==> src/hdl/assert_macros.svh <==
// Assertion macros used by the resolver RTL.
// Depends on nothing; included by tbpr_ctrl, the module that checks its own logic.
`ifndef ASSERT_MACROS_SVH
`define ASSERT_MACROS_SVH

// Checked at every rising edge, masked while reset is asserted.
`define ASSERT_CLK_RST(lbl, clk, rst_n, prop, msg) \
    lbl: assert property (@(posedge clk) disable iff (!rst_n) prop) else $error(msg);

// Checked at every rising edge, reset included.
`define ASSERT_CLK(lbl, clk, prop, msg) \
    lbl: assert property (@(posedge clk) prop) else $error(msg);

`endif

==> src/hdl/tbpr_pkg.sv <==
// Types and constants of the tile background pixel resolver.
// Depends on nothing; used by the sequencer and the top level.
package tbpr_pkg;

    localparam int VRAM_DEPTH = 8192;
    localparam int VRAM_AW    = 13;
    localparam int BYTE_W     = 8;

    localparam logic [VRAM_AW-1:0] VRAM_LAST          = 13'h1FFF;
    localparam logic [VRAM_AW-1:0] MAP0_OFFSET        = 13'h1800;
    localparam logic [VRAM_AW-1:0] MAP1_OFFSET        = 13'h1C00;
    localparam logic [VRAM_AW-1:0] SIGNED_TILE_OFFSET = 13'h1000;
    localparam logic [VRAM_AW-1:0] SIGNED_TILE_SPAN   = 13'h0800;

    localparam logic [1:0] FUNC_WRITE = 2'd0;
    localparam logic [1:0] FUNC_READ  = 2'd1;
    localparam logic [1:0] FUNC_PIXEL = 2'd2;

    localparam logic [1:0] CFG_MAP_SELECT = 2'd0;
    localparam logic [1:0] CFG_TILE_MODE  = 2'd1;
    localparam logic [1:0] CFG_VIEW_X     = 2'd2;
    localparam logic [1:0] CFG_VIEW_Y     = 2'd3;

    typedef struct packed {
        logic [1:0]         func;
        logic [VRAM_AW-1:0] vram_addr;
        logic [BYTE_W-1:0]  wr_data;
        logic [7:0]         screen_x;
        logic [7:0]         screen_y;
    } in_word_t;

    typedef struct packed {
        logic [BYTE_W-1:0] rd_data;
        logic [1:0]        color;
    } out_word_t;

    typedef struct packed {
        logic       map_select;
        logic       tile_mode;
        logic [7:0] view_x;
        logic [7:0] view_y;
    } cfg_t;

    typedef struct packed {
        logic               we;
        logic [VRAM_AW-1:0] addr;
        logic [BYTE_W-1:0]  wdata;
    } ram_req_t;

    typedef enum logic [2:0] {
        ST_CLEAR,
        ST_IDLE,
        ST_FETCH_LO,
        ST_FETCH_HI,
        ST_RESOLVE,
        ST_HOLD
    } state_t;

endpackage

==> src/hdl/tbpr_ctrl.sv <==
// Sequencer of the resolver: memory clearing, word handling and the output register.
// Depends on tbpr_pkg and assert_macros.svh; drives the video memory port.
`include "assert_macros.svh"

module tbpr_ctrl (
    input  logic                clk,
    input  logic                rst_n,
    input  tbpr_pkg::cfg_t      cfg,
    input  logic                in_valid,
    output logic                in_stall,
    input  tbpr_pkg::in_word_t  in_word,
    output logic                out_valid,
    input  logic                out_stall,
    output tbpr_pkg::out_word_t out_word,
    output tbpr_pkg::ram_req_t  ram_req,
    input  logic [7:0]          ram_rdata
);

    import tbpr_pkg::*;

    state_t             state_reg, state_next;
    logic [VRAM_AW-1:0] clr_reg, clr_next;
    logic [1:0]         func_reg, func_next;
    logic [2:0]         bx_reg, bx_next;
    logic [2:0]         by_reg, by_next;
    logic [VRAM_AW-1:0] row_reg, row_next;
    logic               lo_reg, lo_next;
    out_word_t          hold_reg, hold_next;
    logic               out_valid_reg, out_valid_next;
    out_word_t          out_word_reg, out_word_next;

    logic               ready;
    logic               accept;
    logic               slot_free;
    logic [7:0]         bx_in;
    logic [7:0]         by_in;
    logic [VRAM_AW-1:0] map_addr;
    logic [VRAM_AW-1:0] tile_addr;
    out_word_t          res;

    always_ff @(posedge clk or negedge rst_n)
    begin
        if (!rst_n)
        begin
            state_reg     <= ST_CLEAR;
            clr_reg       <= '0;
            out_valid_reg <= 1'b0;
        end
        else
        begin
            state_reg     <= state_next;
            clr_reg       <= clr_next;
            out_valid_reg <= out_valid_next;
        end
    end

    always_ff @(posedge clk)
    begin
        func_reg     <= func_next;
        bx_reg       <= bx_next;
        by_reg       <= by_next;
        row_reg      <= row_next;
        lo_reg       <= lo_next;
        hold_reg     <= hold_next;
        out_word_reg <= out_word_next;
    end

    assign slot_free = !out_valid_reg || !out_stall;
    assign bx_in     = in_word.screen_x + cfg.view_x;
    assign by_in     = in_word.screen_y + cfg.view_y;
    assign map_addr  = (cfg.map_select ? MAP1_OFFSET : MAP0_OFFSET)
                     | {3'b000, by_in[7:3], bx_in[7:3]};

    always_comb
    begin
        state_next     = state_reg;
        clr_next       = clr_reg;
        func_next      = func_reg;
        bx_next        = bx_reg;
        by_next        = by_reg;
        row_next       = row_reg;
        lo_next        = lo_reg;
        hold_next      = hold_reg;
        out_valid_next = out_valid_reg;
        out_word_next  = out_word_reg;
        ram_req        = '0;
        ready          = 1'b0;
        res            = '0;
        tile_addr      = '0;

        if (out_valid_reg && !out_stall)
        begin
            out_valid_next = 1'b0;
        end

        case (state_reg)
            ST_CLEAR:
            begin
                ram_req.we   = 1'b1;
                ram_req.addr = clr_reg;
                clr_next     = clr_reg + 1'b1;
                if (clr_reg == VRAM_LAST)
                begin
                    state_next = ST_IDLE;
                end
            end
            ST_IDLE:
            begin
                ready = 1'b1;
            end
            ST_FETCH_LO:
            begin
                if (cfg.tile_mode)
                begin
                    tile_addr = {1'b0, ram_rdata, 4'b0000};
                end
                else
                begin
                    tile_addr = SIGNED_TILE_OFFSET + {2'b00, ram_rdata[6:0], 4'b0000};
                    if (ram_rdata[7])
                    begin
                        tile_addr = tile_addr - SIGNED_TILE_SPAN;
                    end
                end
                row_next     = tile_addr + {9'd0, by_reg, 1'b0};
                ram_req.addr = row_next;
                state_next   = ST_FETCH_HI;
            end
            ST_FETCH_HI:
            begin
                lo_next      = ram_rdata[~bx_reg];
                ram_req.addr = {row_reg[VRAM_AW-1:1], 1'b1};
                state_next   = ST_RESOLVE;
            end
            ST_RESOLVE:
            begin
                case (func_reg)
                    FUNC_READ:
                    begin
                        res.rd_data = ram_rdata;
                    end
                    FUNC_PIXEL:
                    begin
                        res.color = {ram_rdata[~bx_reg], lo_reg};
                    end
                    default:
                    begin
                        res = '0;
                    end
                endcase
                if (slot_free)
                begin
                    out_valid_next = 1'b1;
                    out_word_next  = res;
                    ready          = 1'b1;
                    state_next     = ST_IDLE;
                end
                else
                begin
                    hold_next  = res;
                    state_next = ST_HOLD;
                end
            end
            ST_HOLD:
            begin
                if (slot_free)
                begin
                    out_valid_next = 1'b1;
                    out_word_next  = hold_reg;
                    state_next     = ST_IDLE;
                end
            end
            default:
            begin
                state_next = ST_IDLE;
            end
        endcase

        accept = ready && in_valid;

        if (accept)
        begin
            func_next = in_word.func;
            bx_next   = bx_in[2:0];
            by_next   = by_in[2:0];
            case (in_word.func)
                FUNC_WRITE:
                begin
                    ram_req.we    = 1'b1;
                    ram_req.addr  = in_word.vram_addr;
                    ram_req.wdata = in_word.wr_data;
                    state_next    = ST_RESOLVE;
                end
                FUNC_READ:
                begin
                    ram_req.addr = in_word.vram_addr;
                    state_next   = ST_RESOLVE;
                end
                FUNC_PIXEL:
                begin
                    ram_req.addr = map_addr;
                    state_next   = ST_FETCH_LO;
                end
                default:
                begin
                    state_next = ST_RESOLVE;
                end
            endcase
        end
    end

    assign in_stall  = !ready;
    assign out_valid = out_valid_reg;
    assign out_word  = out_word_reg;

    `ASSERT_CLK(a_no_accept_in_clear, clk, (state_reg == ST_CLEAR) |-> in_stall, "word accepted during clearing")
    `ASSERT_CLK_RST(a_write_source, clk, rst_n, ram_req.we |-> ((state_reg == ST_CLEAR) || (accept && (in_word.func == FUNC_WRITE))), "stray memory write")
    `ASSERT_CLK_RST(a_pixel_fetch, clk, rst_n, (accept && (in_word.func == FUNC_PIXEL)) |=> (state_reg == ST_FETCH_LO), "pixel did not start its map fetch")
    `ASSERT_CLK_RST(a_hold_blocked, clk, rst_n, (state_reg == ST_HOLD) |-> out_valid_reg, "held result without a pending output word")

endmodule

==> config.mk <==
export PLATFORM = sky130hd
export DESIGN_NAME = tbpr_ctrl
export DESIGN_NICKNAME = d
export VERILOG_FILES = /design/src/hdl/tbpr_pkg.sv /design/src/hdl/tbpr_ctrl.sv
export VERILOG_INCLUDE_DIRS = /design/src /design/src/hdl
export SDC_FILE = /design/constraint.sdc
export NUM_CORES = 1
export LEC_CHECK = 0
export ABC_AREA = 1
export BUFFER_PORTS_ARGS = -buffer_cell sky130_fd_sc_hd__buf_2
export CORE_MARGIN = 5
export CORE_UTILIZATION = 47
export CTS_CLUSTER_DIAMETER = 40
export DETAILED_ROUTE_END_ITERATION = 16
export PLACE_DENSITY = 0.74
export SKIP_CTS_REPAIR_TIMING = 1
export SYNTH_ARGS = -nofsm -noshare
export SYNTH_HDL_FRONTEND = slang
export SYNTH_SLANG_ARGS = --single-unit
export TNS_END_PERCENT = 20
==> constraint.sdc <==
create_clock -name clk -period 1.97 [get_ports clk]
set_input_delay 0.394 -clock clk [delete_from_list [all_inputs] [get_ports clk]]
set_output_delay 0.394 -clock clk [all_outputs]
set_load 0.01 [all_outputs]
* Word-level counts from Yosys, hierarchy flattened
Index checks and enable logic that the tools add are counted.
** Storage, ports and cells
- Flip-flop bits (word level) :: 59
- Input port bits :: 69
- Word-level logic and storage cells :: 79
** Cells by class
- Add/sub/neg operators :: 6
- Order comparisons :: 1
- Eq/ne operators :: 15
- Muxes and demuxes :: 28
- Bitwise gates (word level) :: 3
- Reductions and logical operators :: 14
** Operators with widths (number)
- two-way mux 13 bit :: 3
- case mux 13 bit (3 select lines) :: 1
- case mux 13 bit (2 select lines) :: 1
- two-way mux 22 bit :: 1
- two-way mux 10 bit :: 2
- case mux 10 bit (2 select lines) :: 1
- case mux 3 bit (6 select lines) :: 1
- adder 8 bit :: 2
- two-way mux 8 bit :: 2
- two-way mux 3 bit :: 5
- adder 13 x 1 -> 13 bit, second input constant :: 1
- adder 13 x 11 -> 13 bit, first input constant :: 1
- adder 13 x 4 -> 13 bit :: 1
- == test 13 bit, second input constant :: 1
- bitwise OR 13 x 10 -> 13 bit :: 1
- subtractor 13 x 12 -> 13 bit, second input constant :: 1
- two-way mux 11 bit :: 1
- two-way mux 1 bit :: 7
- == test 3 x 2 -> 1 bit, second input constant :: 2
- == test 3 bit, second input constant :: 2
- != test 2 bit, second input constant :: 3
- != test 3 bit, second input constant :: 2
- AND reduction 3 bit :: 2
- == test 2 x 1 -> 1 bit, second input constant :: 2
- other kinds (16) :: 21

* Longest topological paths before layout
Gate-level depths: netlist (run 1).
- Word-level depth :: 9
- Depth in mapped cells :: 9

* Least setup slack after synthesis (run 1)
No wires, ideal clock.
- Path type :: input port to output port
- Start point :: input port cfg[0] (netlist name)
- End point :: output port ram_req[16] (netlist name)
- Arrival time :: 1.657 ns
- Data required time :: 1.576 ns
- Path slack :: -0.081 ns
- Stages on the path :: 9
- Path buffers :: 0
- Cell sequence :: ha_1 fa_1 nand3_1 nand2_1 nand2_1 nand2_1 or2_2 nand3_1 nand2_1
** RTL lines
- start: declaration :: RTL line tbpr_ctrl.sv:8 : input tbpr_pkg::cfg_t cfg,
- end: declaration :: RTL line tbpr_ctrl.sv:15 : output tbpr_pkg::ram_req_t ram_req,

==> results.ini, run 1 <==
[run_status]
outcome=finished with violations
violations=setup timing

[cells_and_area]
fillCellCount=606
n_antenna_cell=0
post-route-util_pct=66.8
final_area_mm2=0.00484
drive_gt1_share_pct=33.8
layout_commonest_cell=nand2_1
final_cell_mix=113 x nand2_1, 97 x buf_2, 63 x inv_1
nNetsFinal=663
largest_reg_flops=13
syn_to_final_growth_pct=38.9
fin_cells=681

[grt]
overflow=0
antenna_found_initial=0
grtUsageTotal_pct=20.9
grt_pass1_vias=3319
grt_max_degree=18
grt_first_pass_wirelength_um=14700

[drt]
via_per_inst=4.95
wl_um=9410
drc_errors=0
ant_nets=0
num_vias=3369
wire_per_inst_um=13.8
firstDrtPassIters=5
drt_iter0_markers=179

[floorplanning]
ioPinCount=103
std_cell_rows=31
dieArea_mm2=0.00924
die_h_um=96.1
start_util_pct=48.1
die_w_um=96.1
core-area_mm2=0.00725

[sta]
rsz0062_at_grt=yes
setup_ws_ns=-0.414
finalSetupViolations=23
worst_pin_slew_ns=0.397
hold_violations=0
skew_ns=0.00796
holdWs_ns=0.230
slew_violations=0
min_period_ns=2.38
fmax_mhz=420
slew_headroom_pct=73.5
finalCritPeriodShare_pct=121

[worst_setup_path]
cp-start-kind=flip-flop
r2r_setup_slack_ns=0.24
endpoint_kind=primary output
crit_buf_inv=2
critical-path-top-delay-family=simple AND/OR/NAND/NOR gates
path_max_fanout=5
critPathKind=reg -> out
required_ns=1.58
cpPeakStageDelay_ns=0.44
cp.arrival_ns=1.99
crit_chain=nor2_2 -> nand2_2 -> o21ai_4 -> nand2_4 -> nor2_4 -> clkbuf_16 -> nand3_2 -> nand2_2 -> buf_2
cp_slowest_cell=dfrtp_1
crit_top_cell=nand2_2

[yosys]
syn-num-nets=511
yosysWarnings=0
yosysTopAreaCell=edfxtp_1
ys_seq_area_share_pct=47.5
syn_area_mm2=0.00349
ys_seq_elements=58
synth_cell_types=30
synthCells=425
ys_top_cells_by_area=edfxtp_1 35%, nand2_1 13%, dfrtp_1 12%
yosysTopAreaCellShare_pct=35.3
postSynthAreaPerCell_um2=8.20

[clock_tree]
cts_root_buf=clkbuf_8
clk_path_buf_depth=2
worstSkewPairLatency_ns=0.35
clk_pin_slew_ns=0.07
htree_levels=3
cts_buffers=9
cts_tree=built
clock_sinks=58

[place]
numPortBuffers=102
placed_cell_area_mm2=0.00442
placed_cells=658
place_congestion=0.903
dpl.hpwl_um=7460
dpl_worst_slack_ns=-0.277

[power]
power.density_mw_per_mm2=1050
peakVddDrop_mv=0.452
p_leak_uw=0.00246

[min_path]
min_path_type=in -> reg

[flow_run]
drv_cap=0

path summary, 6_finish.rpt:
| path | cells past startpoint | from | to |
|---|---|---|---|
| min | 1 | ram_rdata[2] | row_reg[6] |
| min reg2reg | 0 | by_reg[2] | row_reg[3] |
| max in group asynchronous | 2 | rst_n | clr_reg[10] |
| max | 9 | state_reg[1] | ram_req[11] |
| max reg2reg | 8 | state_reg[1] | clr_reg[10] |
| min in group asynchronous | 2 | rst_n | clr_reg[2] |
logic make-up after synthesis:
kind of cell	after synthesis	share of synthesized area [%]
xor gates and xnor gates	16	4.02
buffers and inverters	73	8.25
and+or+nand+nor	215	26.6
AOI/OAI and AO/OA	46	7.14
adders and majority gates	17	6.53
DFF	58	47.5
per-stage QoR:
| stage | setup TNS [ns] | power (µW) |
|---|---|---|
| 2_1_floorplan | -0.00160 | 2790 |
| 3_3_place_gp | -1.08 | 3560 |
| 3_5_place_dp | -1.22 | 3620 |
| 4_1_cts | -7.71 | 4860 |
| 5_1_grt | -9.55 | 5390 |
| 6_report | -7.71 | 5090 |
power by group:
group | switching [µW] | internal, µW | leakage (µW)
clock | 528 | 721 | 0.000110
combinational | 1190 | 898 | 0.00174
sequential | 141 | 1610 | 0.000603
total | 1860 | 3230 | 0.00246
Yosys cell counts, drive strengths merged:
cell	n
nand2	121
inv	66
nor2	43
edfxtp	41
nand3	29
a21oi	23
dfrtp	17
ha	15
o21ai	15
xor2	15
nand4	6
nand3b	5
nor3	5
or2	5
buf	4
o22ai	4
clkbuf	3
o211ai	3
fa	2
and3	1
o21a	1
xnor2	1
final cells by class:
| type | count | area [µm²] | share of cell area (%) |
|---|---|---|---|
| Sequential cell | 58 | 1660 | 34.2 |
| Multi-Input combinational cell | 294 | 1650 | 34.1 |
| Timing Repair Buffer | 148 | 936 | 19.3 |
| Inverter | 66 | 248 | 5.12 |
| Clock buffer | 9 | 124 | 2.56 |
| Tap cell | 99 | 124 | 2.56 |
| Clock inverter | 7 | 103 | 2.12 |
metal layers:
metal	global-route usage, %	vias up	wire, µm	part of all wire (%)
met2	35.0	140	4510	48
met4	9.95	0	299	3.2
li1	-	1686	-	-
met3	6.49	24	807	8.6
met1	24.3	1519	3800	40
met5	0	-	0	0
No activity file was read; power rests on OpenSTA's default activity.
==> run 2, diff against run 1 <==
--- a/config.mk
+++ b/config.mk
@@ -12,7 +12,9 @@
 export CORE_UTILIZATION = 47
 export CTS_CLUSTER_DIAMETER = 40
 export DETAILED_ROUTE_END_ITERATION = 16
-export PLACE_DENSITY = 0.74
+export MAX_ROUTING_LAYER = met4
+export PLACE_DENSITY = 0.77
+export RECOVER_POWER = 25
 export SKIP_CTS_REPAIR_TIMING = 1
 export SYNTH_ARGS = -nofsm -noshare
 export SYNTH_HDL_FRONTEND = slang
==> results.ini, run 2 (same netlist as run 1, synthesis figures left out) <==
[grt]
antenna_found_initial=0
grt_pass1_vias=3144
grt_first_pass_wirelength_um=14200
grt_max_degree=18
grtUsageTotal_pct=20.9
overflow=0

[power]
total_power_uw=4730
pwr-share-comb_pct=43.1
p_int_uw=2920
power.switching_uw=1810
peakVddDrop_mv=0.524
share_seq_of_total_power_pct=37.0
p_clk_share_pct=20.0
p_leak_uw=0.00235
power.density_mw_per_mm2=1010
sw_frac_of_total_pct=38.3

[worst_setup_path]
crit_start=state_reg[1]
cp_slowest_cell=dfrtp_1
crit_buf_inv=2
critPathKind=reg -> out
crit_chain=nor2_2 -> nand2_2 -> o21ai_4 -> nand2_4 -> nor2_4 -> buf_6 -> nand2_8 -> nor2_1 -> buf_2
required_ns=1.58
critical-path-top-delay-family=simple AND/OR/NAND/NOR gates
r2r_start=state_reg[1]
cp-start-kind=flip-flop
cp.arrival_ns=1.91
endpoint_kind=primary output
path_max_fanout=9
cpPeakStageDelay_ns=0.42

[sta]
fmax_mhz=434
finalCritPeriodShare_pct=117
finalSetupViolations=22
skew_ns=0.00871
hold_violations=0
rsz0062_at_grt=yes
setup_ws_ns=-0.335
slew_headroom_pct=38.2
min_period_ns=2.30
slew_violations=0
worst_pin_slew_ns=0.926

[place]
placed_cells=657
numPortBuffers=102
dpl.hpwl_um=7230
place_congestion=0.931

[cells_and_area]
largest_reg_flops=13
drive_gt1_share_pct=31.5
layout_commonest_cell=nand2_1
final_cell_mix=113 x nand2_1, 88 x buf_2, 61 x inv_1
post-route-util_pct=64.8
syn_to_final_growth_pct=34.7
n_antenna_cell=0
fin_cells=677
nNetsFinal=659

[min_path]
min_path_type=in -> reg
hold_path.startpoint=ram_rdata[4]

[drt]
wire_per_inst_um=13.6
drc_errors=0
ant_nets=0
wl_um=9170
firstDrtPassIters=5
num_vias=3327
drt_iter0_markers=276
via_per_inst=4.91

[run_status]
outcome=finished with violations
violations=setup timing

[clock_tree]
clk_path_buf_depth=2
worstSkewPairLatency_ns=0.35
cts_root_buf=clkbuf_8
cts_tree=built
clock_sinks=58
clk_pin_slew_ns=0.06
htree_levels=3
cts_buffers=9

[flow_run]
drv_cap=0

[floorplanning]
dieArea_mm2=0.00924
start_util_pct=48.1
die_h_um=96.1
die_w_um=96.1
core-area_mm2=0.00725
ioPinCount=103
std_cell_rows=31

## run 2: metrics by stage
| stage | hold slack (ns) | cell area (µm²) | setup slack (ns) | TNS, ns |
|---|---|---|---|---|
| 5_1_grt | 0.232 | 4700 | -0.435 | -8.93 |
| 6_report | 0.249 | 4700 | -0.335 | -6.51 |
| 2_1_floorplan | 0.0984 | 3510 | -0.00160 | -0.00160 |
| 3_3_place_gp | 0.335 | 4420 | -0.257 | -0.884 |
| 3_5_place_dp | 0.340 | 4420 | -0.324 | -1.30 |
| 4_1_cts | -0.0253 | 4590 | -0.344 | -6.93 |
## run 2: per-layer routing
layer / vias up / routed length, µm / track usage [%]
li1: 1680 / - / -
met1: 1502 / 3880 / 26.2
met2: 130 / 4490 / 32.4
met3: 15 / 627 / 4.61
met4: 0 / 180 / 9.36
met5: - / 0 / -
## run 2: final timing paths
path	to	slack [ns]	cells past startpoint
min in group asynchronous	clr_reg[11]	0.72	2
max in group asynchronous	state_reg[1]	0.68	2
hold reg to reg	row_reg[1]	0.45	0
setup / recovery	ram_req[1]	-0.33	9
hold / removal	row_reg[8]	0.25	1
setup reg to reg	clr_reg[9]	0.33	7
## run 2: area by class of cell
cell class	count	area [µm²]
inverter	66	248
clock inverter	7	46.3
tap	99	124
clock buffer	9	124
multi-input combinational	294	1620
fill	607	2550
timing repair buffer	144	881
sequential	58	1660
## run 2: worst reg2reg max path, cell delays in order, from the launching register on
cell and delay [ns]:
dfrtp_1 0.42, nor2_2 0.15, nand2_2 0.18, inv_2 0.13, nand2_1 0.09, nor3_1 0.28
nand2_1 0.13, xor2_1 0.16
## run 2: power groups by stage
stage / clock network [µW] / registers (µW) / logic [µW]
floorplan: 0 / 1770 / 1020
global placement: 0 / 1750 / 1810
detailed placement: 0 / 1770 / 1850
CTS: 951 / 1750 / 1860
global route: 1020 / 1770 / 2250
finish: 945 / 1750 / 2040
